## src/hdl/brcb_mod.sv

```systemverilog
// ----------------------------------------------------------------------------
// Byte ring remainder unit
// Restoring shift-subtract remainder, one dividend bit per cycle.
// ----------------------------------------------------------------------------
module brcb_mod #(
  parameter int unsigned W = 12
) (
  input  logic         clk_i,
  input  logic         rst_ni,
  input  logic         start_i,
  input  logic [W-1:0] dividend_i,
  input  logic [W-1:0] divisor_i,
  output logic         done_o,
  output logic [W-1:0] rem_o
);

  localparam int unsigned CW = $clog2(W + 1);

  logic          run_q, run_d;
  logic          done_q, done_d;
  logic [CW-1:0] cnt_q, cnt_d;
  logic [W-1:0]  num_q, num_d;
  logic [W-1:0]  rem_q, rem_d;
  logic [W-1:0]  shifted;

  // divisor stays at or below 2^(W-1), so the shifted remainder fits in W bits
  assign shifted = {rem_q[W-2:0], num_q[W-1]};

  always_comb begin
    run_d  = run_q;
    done_d = 1'b0;
    cnt_d  = cnt_q;
    num_d  = num_q;
    rem_d  = rem_q;
    if (start_i) begin
      run_d = 1'b1;
      cnt_d = CW'(W);
      num_d = dividend_i;
      rem_d = '0;
    end else if (run_q) begin
      rem_d = (shifted >= divisor_i) ? shifted - divisor_i : shifted;
      num_d = {num_q[W-2:0], 1'b0};
      cnt_d = cnt_q - CW'(1);
      if (cnt_q == CW'(1)) begin
        run_d  = 1'b0;
        done_d = 1'b1;
      end
    end
  end

  always_ff @(posedge clk_i or negedge rst_ni) begin
    if (!rst_ni) begin
      run_q  <= 1'b0;
      done_q <= 1'b0;
      cnt_q  <= '0;
    end else begin
      run_q  <= run_d;
      done_q <= done_d;
      cnt_q  <= cnt_d;
    end
  end

  always_ff @(posedge clk_i) begin
    num_q <= num_d;
    rem_q <= rem_d;
  end

  assign done_o = done_q;
  assign rem_o  = rem_q;

endmodule

```

## config.mk

```make
export PLATFORM = sky130hd
export DESIGN_NAME = brcb_mod
export DESIGN_NICKNAME = d
export VERILOG_FILES = /design/src/hdl/brcb_mod.sv
export SDC_FILE = /design/constraint.sdc
export NUM_CORES = 1
export LEC_CHECK = 0
export BUFFER_PORTS_ARGS = -buffer_cell sky130_fd_sc_hd__buf_2
export CAP_MARGIN = 10
export CORE_ASPECT_RATIO = 0.7
export CORE_MARGIN = 4
export CORE_UTILIZATION = 52
export DETAILED_ROUTE_END_ITERATION = 10
export PLACE_DENSITY = 0.72
export SYNTH_ARGS = -nofsm -noshare
export SYNTH_HDL_FRONTEND = slang
export SYNTH_SLANG_ARGS = --single-unit
```

## constraint.sdc

```tcl
create_clock -name clk_i -period 7.3 [get_ports clk_i]
set_input_delay 1.095 -clock clk_i [delete_from_list [all_inputs] [get_ports clk_i]]
set_output_delay 1.095 -clock clk_i [all_outputs]
set_load 0.1 [all_outputs]
```

### Word-level counts from Yosys, hierarchy flattened

Index checks and enable logic that the tools add are counted.

* multiplexer cells: 11
* equal/unequal tests: 1
* add/subtract/negate cells: 2
* order comparisons: 1
* reduce and logical (&&, ||, !) cells: 1

Operator list (number)
* 12-bit two-way mux: 3
* 12-bit greater-or-equal comparator: 1
* 12-bit subtractor: 1
* 4-bit two-way mux: 2
* 1-bit two-way mux: 6
* 4-bit by 1-bit equality test with 1-bit output, second input constant: 1
* 4-bit by 1-bit subtractor with 4-bit output, second input constant: 1
* 2-bit nonzero test: 1

* input bits: 27
* output and inout bits: 13
* logic and storage cells: 21
* register bits: 30

### Depth between registers and ports, before layout

* word-level depth: 4
* gate-level depth with buffers: 10
* depth with buffers taken out: 9

### Worst setup path after synthesis

Ideal clock, no wire load.

* path type: input -> register
* from: input port divisor_i[0]
* to: register rem_q[1] (netlist: rem_o[1])
* data arrival time: 3.031 ns
* setup time: 0.096 ns
* stages: 8
* required time: 7.204 ns
* path buffers: 0
* slack: 4.173 ns
* cells stage by stage: ha_1 > fa_1 > and2b_1 > o22ai_2 > a311oi_4 > o21ai_2 > or4_1 > o311ai_1

* word-level cells in the longest chain between the ends: 2
* elaborated cells between the ends (all ways): 3
* those cells by class: add/sub: 1; order compare: 1; mux: 1

Ends and longest elaborated chain
* start: declaration: RTL line 12 `input logic [W-1:0] divisor_i,`
* 12-bit subtractor or 12-bit greater-or-equal comparator (tied branches): RTL line 41 `rem_d = (shifted >= divisor_i) ? shifted - divisor_i : shifted;`
* 12-bit two-way mux (*): RTL line 41
* end signal: assignment: RTL line 65 `rem_q <= rem_d;`
* end: declaration: RTL line 23 `logic [W-1:0] rem_q, rem_d;`

Every way passes the cells marked *; elsewhere a longest branch is shown, timed or not.
A chain may end at the register's enable or synchronous reset.

### Worst setup path in the final report

* from: input port divisor_i[0]
* to: register rem_q[2] (netlist: rem_o[2])

The elaborated chain is that of the path after synthesis.

==> reports/qor.yml <==
synth_top_area_share_pct: 17.6
synth-xor-area-share_pct: 3.86
die_w_um: 82.9
fin_crit_sh_pct: 43.1
synth_edf_count: 12
fin_nets: 293
hold_viol: 0
timing.fmax_mhz: 318
worstPathArrival_ns: 3.29
synth_fp_nets: 256
layout-drive-gt1-share_pct: 27.8
synth_seq_cells: 30
clk_pin_slew_ns: 0.07
num_io_pins: 40
yosysWarnings: 0
syn_avg_cell_area_um2: 9.55
wirelength_um: 4270
status: "finished, final reports clean"
syn_to_final_growth_pct: 14.6
worst_slew_pin_slew_ns: 0.515
rsz0062_at_grt: "no"
met2_usage_pct: 27.2
async_flop_share_pct: 20.0
grt.met3_usage_pct: 5.56
dp_cells: 294
period_minus_slack_ns: 3.14
cp.required_ns: 7.45
clock_latency_ns: 0.29
postSynthCellCount: 214
cp_top_family: "compound AO/OA/AOI/OAI gates"
dr.first_iter.drc_count: 75
grt_start_max_net_pins: 32
antenna_found_initial: 0
cp_num_buf_inv: 1
via_per_inst: 5.56
worst_slack_ns: 4.16
p_per_area_nw_per_um2: 182
grt-busiest-layer: "met2"
met1_usage_pct: 26.4
postCtsSetupBuffers: 0
cellLeakagePower_nw: 1.11
drc_errors: 0
ant_nets: 0
grt_pass1_vias: 1590
rows: 18
cts_root_buffer: "clkbuf_8"
synth_fa_ha_area_share_pct: 9.55
post_cts_resized: 0
overflow: 0
wl_per_cell_um: 14.1
start_util_pct: 56.0
ys.flop_type: "edfxtp_1"
drv_cap: 0
relSlewSlack_pct: 65.6
drtPass1Iterations: 4
synth.largest_area_cell: "edfxtp_1"
finalMaxSlewViolations: 0
n_antenna_cell: 0
cts_max_path_buffers: 2
synthMuxAreaShare_pct: 6.55
die_area_um2: 5010
fin_worst_skew_ns: 0.00929
cpPeakStageDelay_ns: 0.41
grt_pass1_wl_um: 7280
post-place-ws_ns: 3.87
cp_slowest_cell: "o21a_1"
ir_worst_vdd_mv: 0.145
cts_sinks: 30
crit_type: "primary input to register"
die_h_um: 60.5
stdcell_count: 302
crit_fanout: 9
synth.area.top_cells: "edfxtp_1 18%, dfxtp_1 12%, ha_1 8.6%"
power_mw: 0.426
setup_tns_ns: 0
cts_max_level: 2
yosysUniqueCellTypes: 59
cts_tree: "done"
io_buffer_count: 39
grtUsageTotal_pct: 18.4
yosysMostFrequentCell: "inv_1"
crit_chain: "buf_2, ha_1, fa_1, and2b_1, o22ai_2, a311oi_4, o21a_1, mux2i_1, a211oi_2"
netlist_area_um2: 2040
hold_ws_ns: 0.506
synth_common_cells: "19 x inv_1, 18 x nand2_1, 14 x ha_1"
vias: 1679
start_kind: "primary input"
setup_viol: 0
hold_buffers: 0
synth-simple-area-share_pct: 16.6
synth_compound_area_share_pct: 20.4
place.gp.congestion: 0.831
r2r_setup_slack_ns: 4.64
dp.final_hpwl_um: 3280
min_path_type: "register to register"
synth_top_family_by_area: "compound AO/OA/AOI/OAI gates"
synth-seq-area-share_pct: 36.7
cts_buffers: 5
end_kind: "register"
core-area_um2: 3650
[metal layers]
layer / vias up / wire length, um
met5: - / 0
met2: 34 / 1790
met3: 4 / 199
met4: 0 / 37
met1: 779 / 2240
li1: 862 / -
[cell families after synthesis]
family                   count (synthesis)
multiplexers                            12
buffers and inverters                   30
XOR/XNOR                                 9
AO/OA/AOI/OAI                           52
flip-flops                              30
AND/OR/NAND/NOR                         66
adder cells (fa/ha/maj)                 15
[power breakdown]
group	leakage, nW	internal, mW	switching [mW]	total (mW)
registers	0.294	0.188	0.00800	0.196
clock network	0.0416	0.0651	0.0634	0.128
logic	0.774	0.0403	0.0613	0.102
total	1.11	0.293	0.133	0.426
[final cells by class]
type / instances / area [um^2]
fillers: 323 / 1310
multi-input cells: 154 / 1170
flip-flops and latches: 30 / 751
repair buffers: 40 / 203
inverters: 20 / 75.1
clock buffers: 5 / 68.8
well taps: 50 / 62.6
clock inverters: 3 / 16.3
[stage by stage]
stage,area [um^2],utilization (%)
6_report,2340,64.2
5_1_grt,2340,64.2
4_1_cts,2340,64.2
3_5_place_dp,2260,61.9
3_3_place_gp,2260,61.9
2_1_floorplan,2040,-
[sequential cells by signal, summed over array words and instances, names as in the netlist]
register and cells:
done_o 1, cnt_q 4, num_q 12, run_q 1, rem_o 12
[tightest hold or removal path: stages (launching register included)]
cell      delay, ns
dfxtp_1        0.33
nand2_1        0.06
a311oi_1       0.07
[path summary, 6_finish.rpt]
check / start / endpoint / depth (start not counted)
setup / recovery: divisor_i[0] / rem_o[2] / 9
hold / removal: rem_o[5] / rem_o[6] / 2
setup reg to reg: num_q[11] / rem_o[2] / 9
hold reg to reg: rem_o[5] / rem_o[6] / 2
max in group asynchronous: rst_ni / cnt_q[0] / 1
min in group asynchronous: rst_ni / cnt_q[2] / 1
[cell usage in the layout, fill, tap and decap left out, drive strengths merged, types with 3 or more instances in the layout]
master and n:
xnor2 8, inv 19, a31oi 3, nand3 7, dfrtp 6, ha 14, nand4 4, and2 4
o21ai 8, clkinv 3, edfxtp 12, nor3 4, mux2 11, a311oi 4, clkbuf 5, or2 4
nand2 18, dfxtp 12, a2bb2oi 3, o2111ai 3, a21oi 8, o311ai 3, and3 5, o31ai 3
nor2 12, buf 40
(Power assumes the default switching activity.)
